==> src/sv/chtab_queue.sv <==
// Small FIFO that decouples the hashing front end from the table back end.
module chtab_queue #(
    parameter int WIDTH = 8,
    parameter int DEPTH = 2
) (
    input  logic             i_clk,
    input  logic             i_rst_n,
    input  logic             i_push,
    input  logic [WIDTH-1:0] i_data,
    output logic             o_full,
    input  logic             i_pop,
    output logic             o_valid,
    output logic [WIDTH-1:0] o_data
);

    localparam int PTR_W = (DEPTH > 1) ? $clog2(DEPTH) : 1;
    localparam int CNT_W = $clog2(DEPTH + 1);

    logic [WIDTH-1:0] r_buf [DEPTH];
    logic [PTR_W-1:0] r_wr;
    logic [PTR_W-1:0] r_rd;
    logic [CNT_W-1:0] r_cnt;

    function automatic logic [PTR_W-1:0] f_next(input logic [PTR_W-1:0] p);
        return (32'(p) == DEPTH - 1) ? '0 : PTR_W'(p + 1'b1);
    endfunction

    assign o_full  = (32'(r_cnt) == DEPTH);
    assign o_valid = (r_cnt != '0);
    assign o_data  = r_buf[r_rd];

    always_ff @(posedge i_clk) begin
        if (!i_rst_n) begin
            r_wr  <= '0;
            r_rd  <= '0;
            r_cnt <= '0;
        end else begin
            if (i_push) begin
                r_wr <= f_next(r_wr);
            end
            if (i_pop) begin
                r_rd <= f_next(r_rd);
            end
            if (i_push && !i_pop) begin
                r_cnt <= CNT_W'(r_cnt + 1'b1);
            end else if (!i_push && i_pop) begin
                r_cnt <= CNT_W'(r_cnt - 1'b1);
            end
        end
        if (i_push) begin
            r_buf[r_wr] <= i_data;
        end
    end

endmodule

==> config.mk <==
export PLATFORM = sky130hd
export DESIGN_NAME = chtab_queue
export DESIGN_NICKNAME = d
export VERILOG_FILES = /design/src/sv/chtab_queue.sv
export SDC_FILE = /design/constraint.sdc
export NUM_CORES = 1
export LEC_CHECK = 0
export BUFFER_PORTS_ARGS = -buffer_cell sky130_fd_sc_hd__clkbuf_2
export CAP_MARGIN = 30
export CORE_MARGIN = 2
export CORE_UTILIZATION = 45
export DETAILED_ROUTE_END_ITERATION = 12
export MAX_ROUTING_LAYER = met4
export PLACE_DENSITY = 0.68
export RECOVER_POWER = 50
export SLEW_MARGIN = 20
export SYNTH_ARGS = -nofsm -noshare
export SYNTH_HDL_FRONTEND = slang
export SYNTH_SLANG_ARGS = --single-unit
==> constraint.sdc <==
create_clock -name i_clk -period 2.6 [get_ports i_clk]
set_input_delay 0.39 -clock i_clk [delete_from_list [all_inputs] [get_ports i_clk]]
set_output_delay 0.39 -clock i_clk [all_outputs]
set_load 0.02 [all_outputs]
==> flow_summary.toml, run 1 <==
[run_status]
status = "completed"

[critical_path]
worst-path-max-fanout = 8
crit_type = "reg2out"
cp-end-kind = "primary output"
critPathArrivalTime_ns = 1.37
worstSetupStartpointType = "register"
cp_data_required_time_ns = 2.21

[clock_network]
clk_latency_ns = 0.28
numCtsBuffers = 3
hold_buffers = 0
cts_setup_buffers = 0
cts_tree = "yes"
cts_sinks = 21
clk_pin_slew_worst_paths_ns = 0.10
htreeDepth = 1
post_cts_resize_count = 0
clockBufferDepth = 2
root_buffer = "clkbuf_4"

[route]
routedWlPerCell_microns = 12.23
dr.pass1.iters = 4
drt_iter0_drc = 4
ant_nets = 0
vias_per_cell = 4.932
vias = 434
remaining_drc_errors = 0
drt-total-wl_microns = 1076

[finish]
antenna_cells = 0
drive_above_1_share_pct = 39.44
multi_input_area_sq_um = 207.7
regArea_sq_um = 580.6
final_cell_count_no_fill = 88
fillerInstances = 160
nets = 85
areaGrowthSynthToFinish_pct = 17.58
fin_util_pct = 55.48

[sta]
finalSetupTns_ns = 0
post-route-period-util_pct = 67.68
finClkSkew_ns = 0.004383
hold_viol = 0
worst_pin_slew_ns = 0.7274
max_slew_margin_pct = 51.40
drv_slew = 0
post-route-worst-setup-slack_ns = 0.8403
finalCriticalPeriod_ns = 1.760
rsz0062_at_grt = "no"
fmax_mhz = 568.3
finalSetupViolations = 0
whs_ns = 0.2898

[global_routing]
grt_pass1_vias = 361
grt_pass1_wl_microns = 1531
antenna_found_initial = 0
grt.total_usage_pct = 11.13
grt.overflow.total = 0
grt_max_degree = 12

[synthesis]
ys.flop_type = "edfxtp_1"
synth_edf_count = 16
ys_ff_latch = 21
synth_area_leaders = "edfxtp_1 60%, dfxtp_1 13%, mux2_2 11%"
ys_seq_area_share_pct = 72.84
synth_warnings = 0
netlist_area_sq_um = 797.0
avgSynthCellArea_sq_um = 16.96
yosysTopAreaCell = "edfxtp_1"
ys_types = 16
syn_inst = 47
yosysMostFrequentCell = "edfxtp_1"
synth_top_area_share_pct = 60.28
synthTopCellsByCount = "16 x edfxtp_1, 8 x mux2_2, 5 x dfxtp_1"
synth_fp_nets = 60
ys_async_sr_fraction_pct = 0

[floorplanning]
die_area_sq_mm = 0.002124
ioPinCount = 22
rows = 15
initial_core_util_pct = 47.19
core_sq_mm = 0.001689
die_h_microns = 46.09
die_w_microns = 46.09

[power]
power.density_mw_per_mm2 = 680.4
seqPwrFrac_pct = 62.3
intPower_w = 0.0004892
p_leak_nw = 0.3634
ir_drop_v = 0.0004812
sw_frac_of_total_pct = 23.28
power.switching_w = 0.0001484
p_comb_share_pct = 15.3
share_clk_of_total_power_pct = 22.4

[run]
cap_violations = 0

[place]
portBuffers = 21
pre_cts_slack_ns = 1.108
gp_congestion = 0.6524
dpl.hpwl_microns = 818
dp_cells = 84

[worst_hold_path]
hp-class = "in2reg"
==> worst max-delay path, stage by stage (launching register included) <==
cell and delay [ns]:
dfxtp_1 0.55, mux2_2 0.39, clkbuf_2 0.15
==> sequential cells by signal, indices dropped and copies added, names as in the netlist, named ones only <==
signal,flops
r_cnt,2
r_wr,1
r_rd,1
r_buf,16
==> layout make-up <==
type | instances | share of cell area (%)
tap | 17 | 2.270
sequential | 21 | 61.95
timing repair buffer | 21 | 10.41
multi-input combinational | 24 | 22.16
clock buffer | 4 | 2.804
inverter | 1 | 0.4005
==> cell usage in the layout, fill, tap and decap left out <==
master    netlist  layout
edfxtp_1       16      16
clkbuf_2        0      15
mux2_2          8       8
clkbuf_1        0       7
dfxtp_1         5       5
and2_0          0       4
clkbuf_4        0       3
xor2_1          2       2
nor2b_1         2       2
or2_2           1       1
and2b_2         1       1
xnor2_1         1       1
o21a_1          1       1
o21ai_0         1       1
or3_1           1       1
a21boi_1        1       1
inv_1           1       1
ha_1            1       1
==> stage by stage <==
step / cell area [sq um] / total power (W)
2_1_floorplan: 797.0 / 0.0004715
3_3_place_gp: 918.4 / 0.0005035
3_5_place_dp: 918.4 / 0.0005060
4_1_cts: 944.7 / 0.0006498
5_1_grt: 937.1 / 0.0006653
6_report: 937.1 / 0.0006377
==> cells by family (layout without fill, tap and decap cells) <==
logic type / count (synthesis) / in the layout / share of synthesized area (%)
flip-flops: 21 / 21 / 72.84
AND/OR/NAND/NOR: 9 / 9 / 7.379
multiplexers: 8 / 8 / 11.30
AO/OA/AOI/OAI: 3 / 3 / 2.512
XOR/XNOR: 3 / 3 / 3.297
buffers and inverters: 2 / 26 / 1.098
adder cells (fa/ha/maj): 1 / 1 / 1.570
==> power by group through the flow <==
stage | Combinational [W] | Sequential [W] | Clock (W)
after CTS | 0.000101 | 0.000398 | 0.000151
after global placement | 0.0000992 | 0.000404 | 0
after floorplan | 0.0000736 | 0.000398 | 0
final | 0.0000976 | 0.000397 | 0.000143
after detailed placement | 0.000101 | 0.000405 | 0
after global routing | 0.000107 | 0.000400 | 0.000158
==> per-layer routing <==
metal  global-route usage [%]  part of all wire, %  vias up  wire length, microns
met5                        -                    0        -                     0
met1                    14.21                   42      201                   453
met3                    3.137                  6.6        2                    71
met2                    15.56                   50       14                   538
li1                         -                    -      217                     -
met4                    6.857                  1.1        0                    12
==> final timing paths <==
kind | end | slack, ns | cells after the start | from
hold / removal | r_buf[1][2]$_DFFE_PP_ | 0.29 | 1 | i_data[2]
hold reg to reg | r_cnt[1]$_SDFFE_PN0P_ | 0.50 | 2 | r_cnt[1]$_SDFFE_PN0P_
setup / recovery | o_data[0] | 0.84 | 2 | register
setup reg to reg | r_buf[0][5]$_DFFE_PP_ | 1.34 | 1 | r_wr$_SDFFE_PN0P_
Note: power is estimated with default switching activity, not from simulation.
==> inputs of run 2 (changes only) <==
Settings changed: ABC_AREA set to 1.
Clock period 2.6 ns to 1.77 ns, I/O delays scaled along.
==> run 2 against run 1 <==
Compared with the run above: design area increased by 5.9%; combinational power grew 44%; critical path depth did not move; die area grew 5.1%; count of clock-buffer cells in the layout unchanged; critical endpoint is now o_data[1].
==> flow_summary.toml, run 2 <==
[worst_hold_path]
min_from = "i_data[2]"
hp-class = "in2reg"
hold_path_depth = 1
holdPathEnd = "r_buf[0][2]$_DFFE_PP_"

[route]
drt_iter0_drc = 3
drt-total-wl_microns = 1147
vias_per_cell = 4.500
routedWlPerCell_microns = 10.43
ant_nets = 0
dr.pass1.iters = 2
vias = 495
remaining_drc_errors = 0

[synthesis]
synth_edf_count = 16
ys_seq_area_share_pct = 68.95
synth_fp_nets = 73
ys_ff_latch = 21
synth-compound-area-share_pct = 1.189
synth_area_leaders = "edfxtp_1 57%, mux2_4 14%, dfxtp_1 12%"
synthTopCellsByCount = "16 x edfxtp_1, 8 x mux2_4, 8 x nand2_1, 8 x nor2_1, 7 x inv_1"
synthXorXnorAreaFrac_pct = 0
synth_top_family_by_area = "multiplexers"
avgSynthCellArea_sq_um = 14.03
yosysMostFrequentCell = "edfxtp_1"
ys_async_sr_fraction_pct = 0
netlist_area_sq_um = 842.1
ys.flop_type = "edfxtp_1"
yosysTopAreaCell = "edfxtp_1"
synth_top_area_share_pct = 57.06
ys_types = 14
synth_warnings = 0
yosys.area_share.adder_pct = 1.486
synthSimpleGateAreaFrac_pct = 9.212
synthMuxAreaShare_pct = 14.26
syn_inst = 60

[floorplanning]
ioPinCount = 22
die_w_microns = 47.26
initial_core_util_pct = 48.24
die_area_sq_mm = 0.002233
rows = 15
die_h_microns = 47.26
core_sq_mm = 0.001745

[sta]
worst_pin_slew_ns = 0.4429
finalSetupViolations = 0
rsz0062_at_grt = "no"
max_slew_margin_pct = 70.48
post-route-worst-setup-slack_ns = 0.2279
fmax_mhz = 648.5
finalSetupTns_ns = 0
drv_slew = 0
finalCriticalPeriod_ns = 1.542
finClkSkew_ns = 0.004121
post-route-period-util_pct = 87.12
hold_viol = 0

[critical_path]
worstSetupStartpointType = "register"
reg2reg_depth = 2
worst-path-max-fanout = 8
critPathArrivalTime_ns = 1.28
r2r-end = "r_buf[0][7]$_DFFE_PP_"
path_cells = "mux2_4, clkbuf_2"
crit_family = "flip-flops"
cp-end-kind = "primary output"
worst_path_max_delay_cell = "dfxtp_2"
r2r_start = "r_wr$_SDFFE_PN0P_"
cp_data_required_time_ns = 1.50
crit_type = "reg2out"
r2r_slack_ns = 0.63
critPathBufInv = 1
slowest_delay_ns = 0.50

[place]
dpl.hpwl_microns = 907.1
dp_cells = 106
dpl_cell_area_sq_um = 974.7
gp_congestion = 0.6787
pre_cts_slack_ns = 0.3839
portBuffers = 21

[global_routing]
grt_max_degree = 12
grt.overflow.total = 0
grt.total_usage_pct = 12.98
grt_pass1_wl_microns = 1752
antenna_found_initial = 0
grt_pass1_vias = 438

[clock_network]
clk_latency_ns = 0.29
cts_tree = "yes"
root_buffer = "clkbuf_4"
numCtsBuffers = 3
clk_pin_slew_worst_paths_ns = 0.11
htreeDepth = 1
clockBufferDepth = 2
cts_sinks = 21

[finish]
final_cell_count_no_fill = 110
regArea_sq_um = 581.8
nets = 99
final_area_sq_um = 992.2
drive_above_1_share_pct = 34.12
areaGrowthSynthToFinish_pct = 17.83
largestRegisters = "r_buf: 16 flops, r_cnt: 2 flops"
multi_input_area_sq_um = 220.2
top_register = "r_buf"
mostFrequentLayoutCells = "16 x clkbuf_2, 16 x edfxtp_1"
antenna_cells = 0
fillerInstances = 159
largest_reg_flops = 16

[power]
finalPower_w = 0.0009388
ir_drop_v = 0.0003957
p_leak_nw = 0.4372
power.density_mw_per_mm2 = 946.2

[run_status]
status = "completed"

[run]
cap_violations = 0
==> run 2: cell types whose count changed in the layout (fill, tap and decap cells not counted), sizes merged, moves of 2 or more <==
| cell | change |
|---|---|
| nand2 | +9 |
| inv | +7 |
| xor2 | -2 |
| and2 | -4 |
| nor2 | +8 |
| nor2b | -2 |
==> run 2: worst max-delay path by stage <==
stage | start | to | slack, ns | depth (start not counted)
after floorplan | r_wr$_SDFFE_PN0P_ | r_buf[0][0]$_DFFE_PP_ | 0.71 | 1
after global placement | register | o_data[2] | 0.39 | 2
after detailed placement | register | o_data[3] | 0.38 | 2
after CTS | register | o_data[3] | 0.04 | 2
after global routing | register | o_data[0] | 0.15 | 2
final | register | o_data[1] | 0.23 | 2
==> run 2: metrics by stage <==
stage | util [%] | hold slack, ns
2_1_floorplan | - | 0.3644
3_3_place_gp | 55.84 | 0.4547
3_5_place_dp | 55.84 | 0.4594
4_1_cts | 57.35 | 0.1465
5_1_grt | 56.85 | 0.1363
6_report | 56.85 | 0.1559
==> run 2: where the power goes <==
group	internal, W	switching, W
Combinational	0.0000622	0.0000790
Sequential	0.000563	0.0000169
Clock	0.0000877	0.000130
Total	0.000713	0.000226
==> run 2: logic make-up (layout without fill, tap and decap cells) <==
family | after synthesis | in the layout
adders and majority gates | 1 | 1
DFF | 21 | 21
and+or+nand+nor | 19 | 19
buffers and inverters | 9 | 34
muxes | 8 | 8
AOI/OAI and AO/OA | 2 | 2
==> run 2: area by class of cell <==
| cell class | instances | share of cell area [%] |
|---|---|---|
| sequential | 21 | 58.64 |
| multi-input combinational | 30 | 22.19 |
| timing repair buffer | 22 | 10.34 |
| tap | 25 | 3.153 |
| inverter | 8 | 3.026 |
| clock buffer | 4 | 2.648 |
==> run 2: timing repair <==
action | CTS | global route
setup endpoints to repair | 0 | 8
hold buffers | 0 | 0
hold endpoints to repair | 0 | 0
buffers inserted | 0 | 0
gates resized for setup | 0 | 1
==> run 2: per-layer routing <==
layer	part of all wire, %	track usage (%)
met5	0	-
met2	53	21.08
met1	39	12.25
met3	5.6	3.462
met4	2.7	11.67
==> run 2: worst register-to-register path: stages (launching register included) <==
cell and delay [ns]:
dfxtp_1 0.34, nor2_1 0.10, clkbuf_1 0.37
