## src/sv/chtab_pkg.sv

```systemverilog
// Shared types, codes and constants of the chained hash table.
package chtab_pkg;

    localparam int KEY_W = 64;
    localparam int LEN_W = 4;
    localparam int VAL_W = 32;
    localparam int REQ_W = 2;
    localparam int ST_W  = 2;
    localparam int CFG_W = 9;

    localparam logic [KEY_W-1:0] DJB2_START = 64'd5381;
    localparam int DJB2_SHIFT = 5;

    localparam logic [CFG_W-1:0] CFG_RESET = 9'd256;

    localparam logic [REQ_W-1:0] REQ_GET = 2'd0;
    localparam logic [REQ_W-1:0] REQ_PUT = 2'd1;
    localparam logic [REQ_W-1:0] REQ_DEL = 2'd2;

    localparam logic [ST_W-1:0] ST_OK         = 2'd0;
    localparam logic [ST_W-1:0] ST_NOT_FOUND  = 2'd1;
    localparam logic [ST_W-1:0] ST_NULL_VALUE = 2'd2;
    localparam logic [ST_W-1:0] ST_FULL       = 2'd3;

    typedef struct packed {
        logic [REQ_W-1:0] req_type;
        logic [KEY_W-1:0] key;
        logic [LEN_W-1:0] len;
        logic [VAL_W-1:0] value;
    } t_req;

    // One stored entry as laid out in the entry memory.
    typedef struct packed {
        logic [KEY_W-1:0] key;
        logic [LEN_W-1:0] len;
        logic [VAL_W-1:0] value;
    } t_entry;

endpackage

```

## src/sv/chtab_ifs.sv

```systemverilog
// Channel interfaces of the chained hash table: request, response and configuration.
interface chtab_req_if;
    logic        valid;
    logic        ready;
    logic [1:0]  req_type;
    logic [63:0] key_bytes;
    logic [3:0]  key_length;
    logic [31:0] put_value;
    modport source (output valid, req_type, key_bytes, key_length, put_value, input ready);
    modport sink (input valid, req_type, key_bytes, key_length, put_value, output ready);
endinterface


```

## src/sv/chtab_front.sv

```systemverilog
// Front end: accepts requests, masks the key, hashes it and reduces it to a bucket.
module chtab_front #(
    parameter int NUM_BUCKETS   = 256,
    parameter int MAX_KEY_BYTES = 8,
    parameter int BKT_W         = 8
) (
    input  logic                 i_clk,
    input  logic                 i_rst_n,
    chtab_req_if.sink            i_req,
    input  logic [8:0]           i_bucket_count,
    input  logic                 i_hold,
    output chtab_pkg::t_req      o_item,
    output logic [BKT_W-1:0]     o_bucket,
    output logic                 o_push,
    input  logic                 i_full
);

    typedef enum logic [1:0] {F_IDLE, F_HASH, F_DIV, F_PUSH} t_state;

    t_state          r_state;
    chtab_pkg::t_req r_item;
    logic [63:0]     r_hash;
    logic [3:0]      r_idx;
    logic [8:0]      r_div;
    logic [8:0]      r_rem;
    logic [5:0]      r_cnt;

    logic [3:0]  len_c;
    logic [63:0] key_m;
    logic [8:0]  div_c;
    logic [9:0]  trial;
    logic [8:0]  n_rem;
    logic [63:0] n_hash;

    always_comb begin
        len_c = (32'(i_req.key_length) > MAX_KEY_BYTES) ? 4'(MAX_KEY_BYTES)
                                                         : i_req.key_length;
        for (int b = 0; b < 8; b++) begin
            key_m[8*b +: 8] = (b < 32'(len_c)) ? i_req.key_bytes[8*b +: 8] : 8'd0;
        end
        if (i_bucket_count == '0) begin
            div_c = 9'd1;
        end else if (32'(i_bucket_count) > NUM_BUCKETS) begin
            div_c = 9'(NUM_BUCKETS);
        end else begin
            div_c = i_bucket_count;
        end
        n_hash = (r_hash << chtab_pkg::DJB2_SHIFT) + r_hash
               + {56'd0, r_item.key[{r_idx[2:0], 3'b000} +: 8]};
        // Restoring division, one quotient bit per cycle.
        trial = {r_rem, r_hash[63]};
        n_rem = (trial >= {1'b0, r_div}) ? 9'(trial - {1'b0, r_div}) : trial[8:0];
    end

    assign i_req.ready = (r_state == F_IDLE) && !i_hold;
    assign o_push      = (r_state == F_PUSH) && !i_full;
    assign o_item      = r_item;
    assign o_bucket    = BKT_W'({23'd0, r_rem});

    always_ff @(posedge i_clk) begin
        if (!i_rst_n) begin
            r_state <= F_IDLE;
        end else begin
            unique case (r_state)
                F_IDLE: begin
                    if (i_req.valid && !i_hold) begin
                        r_item.req_type <= i_req.req_type;
                        r_item.key      <= key_m;
                        r_item.len      <= len_c;
                        r_item.value    <= i_req.put_value;
                        r_div           <= div_c;
                        r_hash          <= chtab_pkg::DJB2_START;
                        r_idx           <= '0;
                        r_state         <= F_HASH;
                    end
                end
                F_HASH: begin
                    if (r_idx == r_item.len) begin
                        r_rem   <= '0;
                        r_cnt   <= 6'd63;
                        r_state <= F_DIV;
                    end else begin
                        r_hash <= n_hash;
                        r_idx  <= 4'(r_idx + 1'b1);
                    end
                end
                F_DIV: begin
                    r_rem  <= n_rem;
                    r_hash <= {r_hash[62:0], 1'b0};
                    r_cnt  <= 6'(r_cnt - 1'b1);
                    if (r_cnt == '0) begin
                        r_state <= F_PUSH;
                    end
                end
                F_PUSH: begin
                    if (!i_full) begin
                        r_state <= F_IDLE;
                    end
                end
                default: r_state <= F_IDLE;
            endcase
        end
    end

endmodule

```

## src/flat_wrapper.sv

```systemverilog
// flat-port wrapper written by rule: the top's interface ports become plain ports
module chtab_front_flat 
#(
    parameter int NUM_BUCKETS   = 256,
    parameter int MAX_KEY_BYTES = 8,
    parameter int BKT_W         = 8
)
  (i_clk, i_rst_n, i_bucket_count, i_hold, o_item, o_bucket, o_push, i_full, i_req_valid, i_req_req_type, i_req_key_bytes, i_req_key_length, i_req_put_value, i_req_ready);
  chtab_req_if i_req_i ();
  input  logic i_clk;
  input  logic i_rst_n;
  input  logic [8:0] i_bucket_count;
  input  logic i_hold;
  output chtab_pkg::t_req o_item;
  output logic [BKT_W-1:0] o_bucket;
  output logic o_push;
  input  logic i_full;
  input wire logic [$bits(i_req_i.valid)-1:0] i_req_valid;
  input wire logic [$bits(i_req_i.req_type)-1:0] i_req_req_type;
  input wire logic [$bits(i_req_i.key_bytes)-1:0] i_req_key_bytes;
  input wire logic [$bits(i_req_i.key_length)-1:0] i_req_key_length;
  input wire logic [$bits(i_req_i.put_value)-1:0] i_req_put_value;
  output wire logic [$bits(i_req_i.ready)-1:0] i_req_ready;
  assign i_req_i.valid = i_req_valid;
  assign i_req_i.req_type = i_req_req_type;
  assign i_req_i.key_bytes = i_req_key_bytes;
  assign i_req_i.key_length = i_req_key_length;
  assign i_req_i.put_value = i_req_put_value;
  assign i_req_ready = i_req_i.ready;
  chtab_front #(.NUM_BUCKETS(NUM_BUCKETS), .MAX_KEY_BYTES(MAX_KEY_BYTES), .BKT_W(BKT_W)) u_core (.i_clk(i_clk), .i_rst_n(i_rst_n), .i_req(i_req_i), .i_bucket_count(i_bucket_count), .i_hold(i_hold), .o_item(o_item), .o_bucket(o_bucket), .o_push(o_push), .i_full(i_full));
endmodule
```

## config.mk

```make
export PLATFORM = sky130hd
export DESIGN_NAME = chtab_front_flat
export DESIGN_NICKNAME = d
export VERILOG_FILES = /design/src/sv/chtab_pkg.sv /design/src/sv/chtab_ifs.sv /design/src/sv/chtab_front.sv /design/src/flat_wrapper.sv
export SDC_FILE = /design/constraint.sdc
export NUM_CORES = 1
export LEC_CHECK = 0
export BUFFER_PORTS_ARGS = -buffer_cell sky130_fd_sc_hd__buf_2
export CAP_MARGIN = 40
export CORE_MARGIN = 2
export CORE_UTILIZATION = 50
export DETAILED_ROUTE_END_ITERATION = 7
export PLACE_DENSITY = 0.78
export SKIP_CTS_REPAIR_TIMING = 1
export SYNTH_ARGS = -nofsm -noshare
export SYNTH_HDL_FRONTEND = slang
export SYNTH_SLANG_ARGS = --single-unit
```

## constraint.sdc

```tcl
create_clock -name i_clk -period 5.95 [get_ports i_clk]
set_clock_uncertainty 0.1 [all_clocks]
set_input_delay 0.2975 -clock i_clk [delete_from_list [all_inputs] [get_ports i_clk]]
set_output_delay 0.2975 -clock i_clk [all_outputs]
set_load 0.005 [all_outputs]
```

==> results of run 1 <==
==> power groups by stage <==
| stage | combinational [mW] | clock (mW) | sequential [mW] |
|---|---|---|---|
| CTS | 4.38 | 1.26 | 2.11 |
| detailed placement | 4.35 | 0 | 2.13 |
| finish | 4.44 | 1.25 | 2.11 |
| global route | 4.95 | 1.31 | 2.13 |
| global placement | 4.25 | 0 | 2.13 |
| floorplan | 3.49 | 0 | 2.03 |
==> cells by family after synthesis <==
family | after synthesis | share of synthesized area (%)
DFF | 196 | 44.42
buffers and inverters | 103 | 3.297
xor gates and xnor gates | 74 | 4.908
AOI/OAI and AO/OA | 288 | 14.94
muxes | 31 | 3.932
adders and majority gates | 145 | 14.02
and+or+nand+nor | 373 | 14.49
==> per-layer routing <==
layer  wire, um  GRT usage, %
met5          0             0
met3       2031         5.204
met2      16980         40.78
met4        998         8.621
met1      13720         28.76
==> final timing paths <==
kind	start	endpoint	cells after the start	slack, ns
worst max-delay path	u_core.r_idx[0]	u_core.r_hash[60]	15	0.92
worst min-delay path	i_req_key_bytes[58]	u_core.o_item[94]	2	0.02
worst max register to register	u_core.r_idx[0]	u_core.r_hash[60]	15	0.92
worst min register to register	u_core.r_state[0]	u_core.r_state[0]	2	0.46
==> sequential cells by signal, summed over array words and instances (netlist names) <==
name            flops
u_core.r_div        9
u_core.o_item     102
u_core.r_state      2
u_core.r_idx        4
u_core.r_rem        9
u_core.r_hash      64
u_core.r_cnt        6
==> Yosys cell counts, types with 4 or more instances <==
library cell | n | area (sq um)
a211oi_1 | 6 | 45.04
a21o_1 | 32 | 240.2
a21oi_1 | 69 | 345.3
a21oi_2 | 7 | 61.31
a22oi_1 | 23 | 172.7
a31oi_1 | 6 | 37.54
and2_1 | 22 | 137.6
buf_1 | 4 | 15.01
buf_2 | 15 | 75.07
buf_4 | 8 | 60.06
clkbuf_1 | 37 | 138.9
edfxtp_1 | 194 | 5826
fa_1 | 5 | 100.1
ha_1 | 140 | 1752
inv_1 | 39 | 146.4
mux2_2 | 7 | 78.83
mux2i_1 | 8 | 80.08
mux4_2 | 16 | 360.4
nand2_1 | 117 | 439.2
nand2b_1 | 9 | 56.30
nand3_1 | 25 | 125.1
nand4_1 | 15 | 93.84
nor2_1 | 46 | 172.7
nor2b_1 | 96 | 600.6
nor3_1 | 15 | 75.07
nor3b_1 | 4 | 30.03
nor4_1 | 6 | 37.54
o211ai_1 | 6 | 45.04
o21a_1 | 6 | 45.04
o21ai_0 | 54 | 270.3
o21ai_1 | 26 | 130.1
o21bai_1 | 8 | 60.06
xnor2_1 | 44 | 385.4
xor2_1 | 30 | 262.8
==> worst register-to-register path, stage by stage, from the launching register on <==
cell and delay [ns]:
edfxtp_1 0.91, buf_4 0.29, mux4_2 0.50, mux2_2 0.27, ha_1 0.33, ha_1 0.34, a211oi_2 0.17, nor2_1 0.13
o2111ai_1 0.32, and4b_1 0.33, o21ai_2 0.11, a31o_4 0.26, a21oi_2 0.16, o21ai_1 0.11, or4b_1 0.48, nand3_1 0.09
==> area by class of cell <==
cell class	instances	area, sq um	area share, %
inverter	39	146.4	0.9409
multi-input combinational	911	6918	44.46
timing repair buffer	273	1564	10.05
clock inverter	15	220.2	1.415
sequential	196	5866	37.70
tap	335	419.2	2.694
clock buffer	17	425.4	2.734
==> impl_metrics.json, run 1 <==
{
  "globalRouteTotalUtil_pct": 23.49,
  "num_vias": 10240,
  "internal_power_mw": 4.295,
  "drt_iter0_markers": 787,
  "syn_avg_cell_area_sq_um": 10.91,
  "maxSlewViolCount": 0,
  "path_cells": "buf_4 > mux4_2 > mux2_2 > ha_1 > ha_1 > a211oi_2 > nor2_1 > o2111ai_1 > and4b_1 > o21ai_2 > a31o_4 > a21oi_2 > o21ai_1 > or4b_1 > nand3_1",
  "p_switching_mw": 3.501,
  "critPathBufInv": 1,
  "rsz0062_at_grt": "no",
  "seqPwrFrac_pct": 27.0,
  "cp-start-kind": "flop",
  "coreArea_sq_um": 25980,
  "finalNonFillerCells": 1786,
  "power_density_nw_per_um2": 501.0,
  "place_inst": 1720,
  "initial_utilization_pct": 50.82,
  "yosysWarnings": 0,
  "fin_crit_sh_pct": 84.52,
  "path_clk_slew_ns": 0.10,
  "layout_commonest_cell": "buf_2",
  "gp_congestion": 0.8812,
  "max_cap_viol_count": 0,
  "clkPwrFrac_pct": 16.0,
  "final_design_area_no_fill_sq_um": 15560,
  "grt_pass1_vias": 10220,
  "ys_ff_latch": 196,
  "combPwrFrac_pct": 57.0,
  "ys_types": 77,
  "avgViaCountPerCell": 5.732,
  "antenna_cells": 0,
  "end_kind": "flop",
  "path_common_cell": "ha_1",
  "placed_cell_area_sq_um": 14570,
  "period_needed_ns": 5.029,
  "worstSetupPathType": "reg2reg",
  "ys_seq_area_share_pct": 44.41,
  "tns_ns": 0,
  "post-place-ws_ns": 0.9145,
  "drc": 0,
  "cts_num_sinks": 196,
  "finalSetupViolations": 0,
  "slowest_stage": "edfxtp_1",
  "status": "complete, no violations",
  "synthCells": 1210,
  "clockBufferDepth": 2,
  "worst_pin_slew_ns": 0.8899,
  "crit_family": "compound AO/OA/AOI/OAI gates",
  "finalHoldViolCount": 0,
  "clock-root-buffer": "clkbuf_16",
  "wl_per_cell_um": 18.89,
  "cts_tree": "yes",
  "syn-num-nets": 1471,
  "port-buffer-count": 227,
  "antenna_found_initial": 0,
  "htree_levels": 4,
  "die_x_um": 166.5,
  "pin_count": 228,
  "synth_edf_count": 194,
  "grt_overflow": 0,
  "wl_um": 33730,
  "swShare_pct": 44.91,
  "power_mw": 7.795,
  "maxClockFrequency_mhz": 198.9,
  "critical_path_required_ns": 6.16,
  "peakVddDrop_mv": 0.2767,
  "synth_top_flop_cell": "edfxtp_1",
  "grt_pass1_wl_um": 52300,
  "dieArea_sq_um": 27730,
  "clkLatencyLatePin_ns": 0.45,
  "cp_slowest_stage_delay_ns": 0.91,
  "hold_class": "in2reg",
  "netlist_area_sq_um": 13210,
  "cp.arrival_ns": 5.24,
  "leakage_nw": 6.405,
  "max-slew-margin-rel_pct": 40.53,
  "grt_max_degree": 64,
  "post-route-util_pct": 59.88,
  "detail_route.first_pass.iterations": 5,
  "place_hpwl_um": 25230,
  "antenna_left": 0,
  "final_layout_size_suffix_gt1_share_pct": 22.61,
  "cts_buffers": 17,
  "finalHoldWorstSlack_ns": 0.02371,
  "n_fill_cell": 2141,
  "setup_slack_ns": 0.9213,
  "synth-async-reset-ratio_pct": 0,
  "cp_max_fo": 16,
  "rows": 59,
  "fp.dieH_um": 166.5,
  "syn_to_final_growth_pct": 17.81,
  "most-common-layout-cells": "228 x buf_2, 194 x edfxtp_1, 140 x ha_1",
  "final_nets": 1699
}
No activity file was read; power rests on OpenSTA's default activity.
==> inputs of run 2 (changes only) <==
--- a/config.mk
+++ b/config.mk
@@ -10,7 +10,7 @@
 export CORE_MARGIN = 2
 export CORE_UTILIZATION = 50
 export DETAILED_ROUTE_END_ITERATION = 7
-export PLACE_DENSITY = 0.78
+export PLACE_DENSITY = 0.81
 export SKIP_CTS_REPAIR_TIMING = 1
 export SYNTH_ARGS = -nofsm -noshare
 export SYNTH_HDL_FRONTEND = slang
==> constraint.sdc (replaced) <==
create_clock -name i_clk -period 4.3 [get_ports i_clk]
set_clock_uncertainty 0.1 [all_clocks]
set_input_delay 0.215 -clock i_clk [delete_from_list [all_inputs] [get_ports i_clk]]
set_output_delay 0.215 -clock i_clk [all_outputs]
set_load 0.005 [all_outputs]
==> run 2 against run 1 <==
The flow now finishes with violations (hold timing, setup timing); largest cell class unchanged; register-to-register slack got worse by 1.1 ns; final cell count rose by 5.5%; largest power group unchanged; hold slack got worse by 0.061 ns.
==> impl_metrics.json, run 2 (synthesis gave the netlist of run 1 again) <==
{
  "status": "finished with violations",
  "violations": "hold timing, setup timing",
  "antenna_found_initial": 1,
  "cts_buffers": 17,
  "die_x_um": 166.5,
  "cp.arrival_ns": 4.53,
  "place_inst": 1741,
  "finalHoldWorstSlack_ns": -0.03701,
  "cts_num_sinks": 196,
  "avgViaCountPerCell": 5.886,
  "worst_pin_slew_ns": 0.8916,
  "period_needed_ns": 4.434,
  "fp.dieH_um": 166.5,
  "post-route-util_pct": 64.97,
  "drc": 0,
  "grt_pass1_vias": 10030,
  "clockBufferDepth": 2,
  "rows": 59,
  "final_nets": 1796,
  "worstReg2RegStart": "u_core.r_idx[0]",
  "maxClockFrequency_mhz": 225.5,
  "worstHoldEndpoint": "u_core.o_item[55]",
  "max-slew-margin-rel_pct": 40.28,
  "seqCellArea_sq_um": 5866,
  "leakage_nw": 6.939,
  "cp-start-kind": "flop",
  "setup_slack_ns": -0.1341,
  "clock-root-buffer": "clkbuf_16",
  "wl_um": 39380,
  "coreArea_sq_um": 25980,
  "power_density_nw_per_um2": 726.7,
  "peakVddDrop_mv": 0.3939,
  "clkLatencyLatePin_ns": 0.46,
  "r2r_cells": 18,
  "gp_congestion": 0.8901,
  "path_clk_slew_ns": 0.10,
  "end_kind": "flop",
  "drt_iter0_markers": 916,
  "syn_to_final_growth_pct": 27.83,
  "finalSetupViolations": 13,
  "grt_max_degree": 65,
  "final_layout_size_suffix_gt1_share_pct": 26.61,
  "detail_route.first_pass.iterations": 5,
  "tns_ns": -0.7310,
  "worstSetupPathType": "reg2reg",
  "n_fill_cell": 1836,
  "num_vias": 11090,
  "largest_reg_flops": 102,
  "max_cap_viol_count": 0,
  "finalHoldViolCount": 4,
  "critical_path_required_ns": 4.40,
  "pin_count": 228,
  "hold_path_depth": 2,
  "r2r-end": "u_core.r_hash[57]",
  "finalNonFillerCells": 1884,
  "htree_levels": 4,
  "most-common-layout-cells": "229 x buf_2, 194 x edfxtp_1, 131 x ha_1",
  "port-buffer-count": 227,
  "cp_max_fo": 6,
  "cts_tree": "yes",
  "globalRouteTotalUtil_pct": 23.53,
  "layout_commonest_cell": "buf_2",
  "hold_class": "in2reg",
  "worstHoldStart": "i_req_key_bytes[19]",
  "multiInputGateArea_sq_um": 7276,
  "fin_crit_sh_pct": 103.1,
  "wl_per_cell_um": 20.90,
  "place_hpwl_um": 25430,
  "grt_overflow": 0,
  "r2r_setup_slack_ns": -0.13,
  "grt_pass1_wl_um": 52300,
  "rsz0062_at_grt": "yes",
  "maxSlewViolCount": 0,
  "power_mw": 12.27,
  "dieArea_sq_um": 27730,
  "antenna_left": 0,
  "initial_utilization_pct": 50.82
}
## run 2: where the power goes
part	total, mW	internal (mW)	switching [mW]	leakage, nW
registers	2.90	2.57	0.335	1.81
clock network	1.85	0.859	0.992	0.327
logic	7.51	3.27	4.24	4.80
total	12.3	6.70	5.57	6.94
## run 2: layout make-up
cell class              instances  area share, %
diodes                          1        0.01482
clock buffers                  17          2.520
clock inverters                15          1.468
inverters                      39         0.8672
multi-input cells             911          43.10
flip-flops and latches        196          34.75
well taps                     335          2.483
repair buffers                370          14.80
## run 2: critical path, cell delays in order, from the launching register on
cell	delay, ns
edfxtp_1	0.49
buf_12	0.19
buf_6	0.12
buf_4	0.13
mux4_2	0.40
mux2_4	0.30
ha_4	0.18
ha_4	0.17
fa_2	0.39
a21oi_4	0.20
o211ai_4	0.10
o2111ai_4	0.14
o211ai_4	0.15
o31ai_4	0.31
o21ai_4	0.10
a41oi_4	0.33
o311ai_2	0.12
xnor2_1	0.18
o21ai_1	0.07
## run 2: worst max path at each step
stage / from / end / slack, ns / cells past startpoint
final: u_core.r_idx[0] / u_core.r_hash[57] / -0.13 / 18
after detailed placement: u_core.r_idx[0] / u_core.r_hash[63] / -0.11 / 17
after global routing: u_core.r_idx[0] / u_core.r_hash[57] / -0.21 / 18
after CTS: u_core.r_idx[0] / u_core.r_hash[63] / -0.17 / 17
after floorplan: u_core.r_idx[1] / u_core.r_hash[60] / -0.04 / 16
after global placement: u_core.r_idx[0] / u_core.r_hash[63] / 0.003 / 17
## run 2: routing by layer
| layer | GRT usage, % | wire (um) |
|---|---|---|
| met1 | 28.98 | 15320 |
| met5 | 0 | 0 |
| met3 | 3.779 | 2452 |
| met4 | 7.721 | 1888 |
| met2 | 42.18 | 19730 |
## run 2: through the flow
step | hold slack, ns | instance area (sq um) | setup slack (ns)
finish | -0.03701 | 16880 | -0.1341
global route | -0.002289 | 16880 | -0.2092
CTS | -0.1856 | 15430 | -0.1739
detailed placement | 0.2931 | 14750 | -0.1067
global placement | 0.2908 | 14740 | 0.002625
floorplan | 0.2139 | 13230 | -0.03660
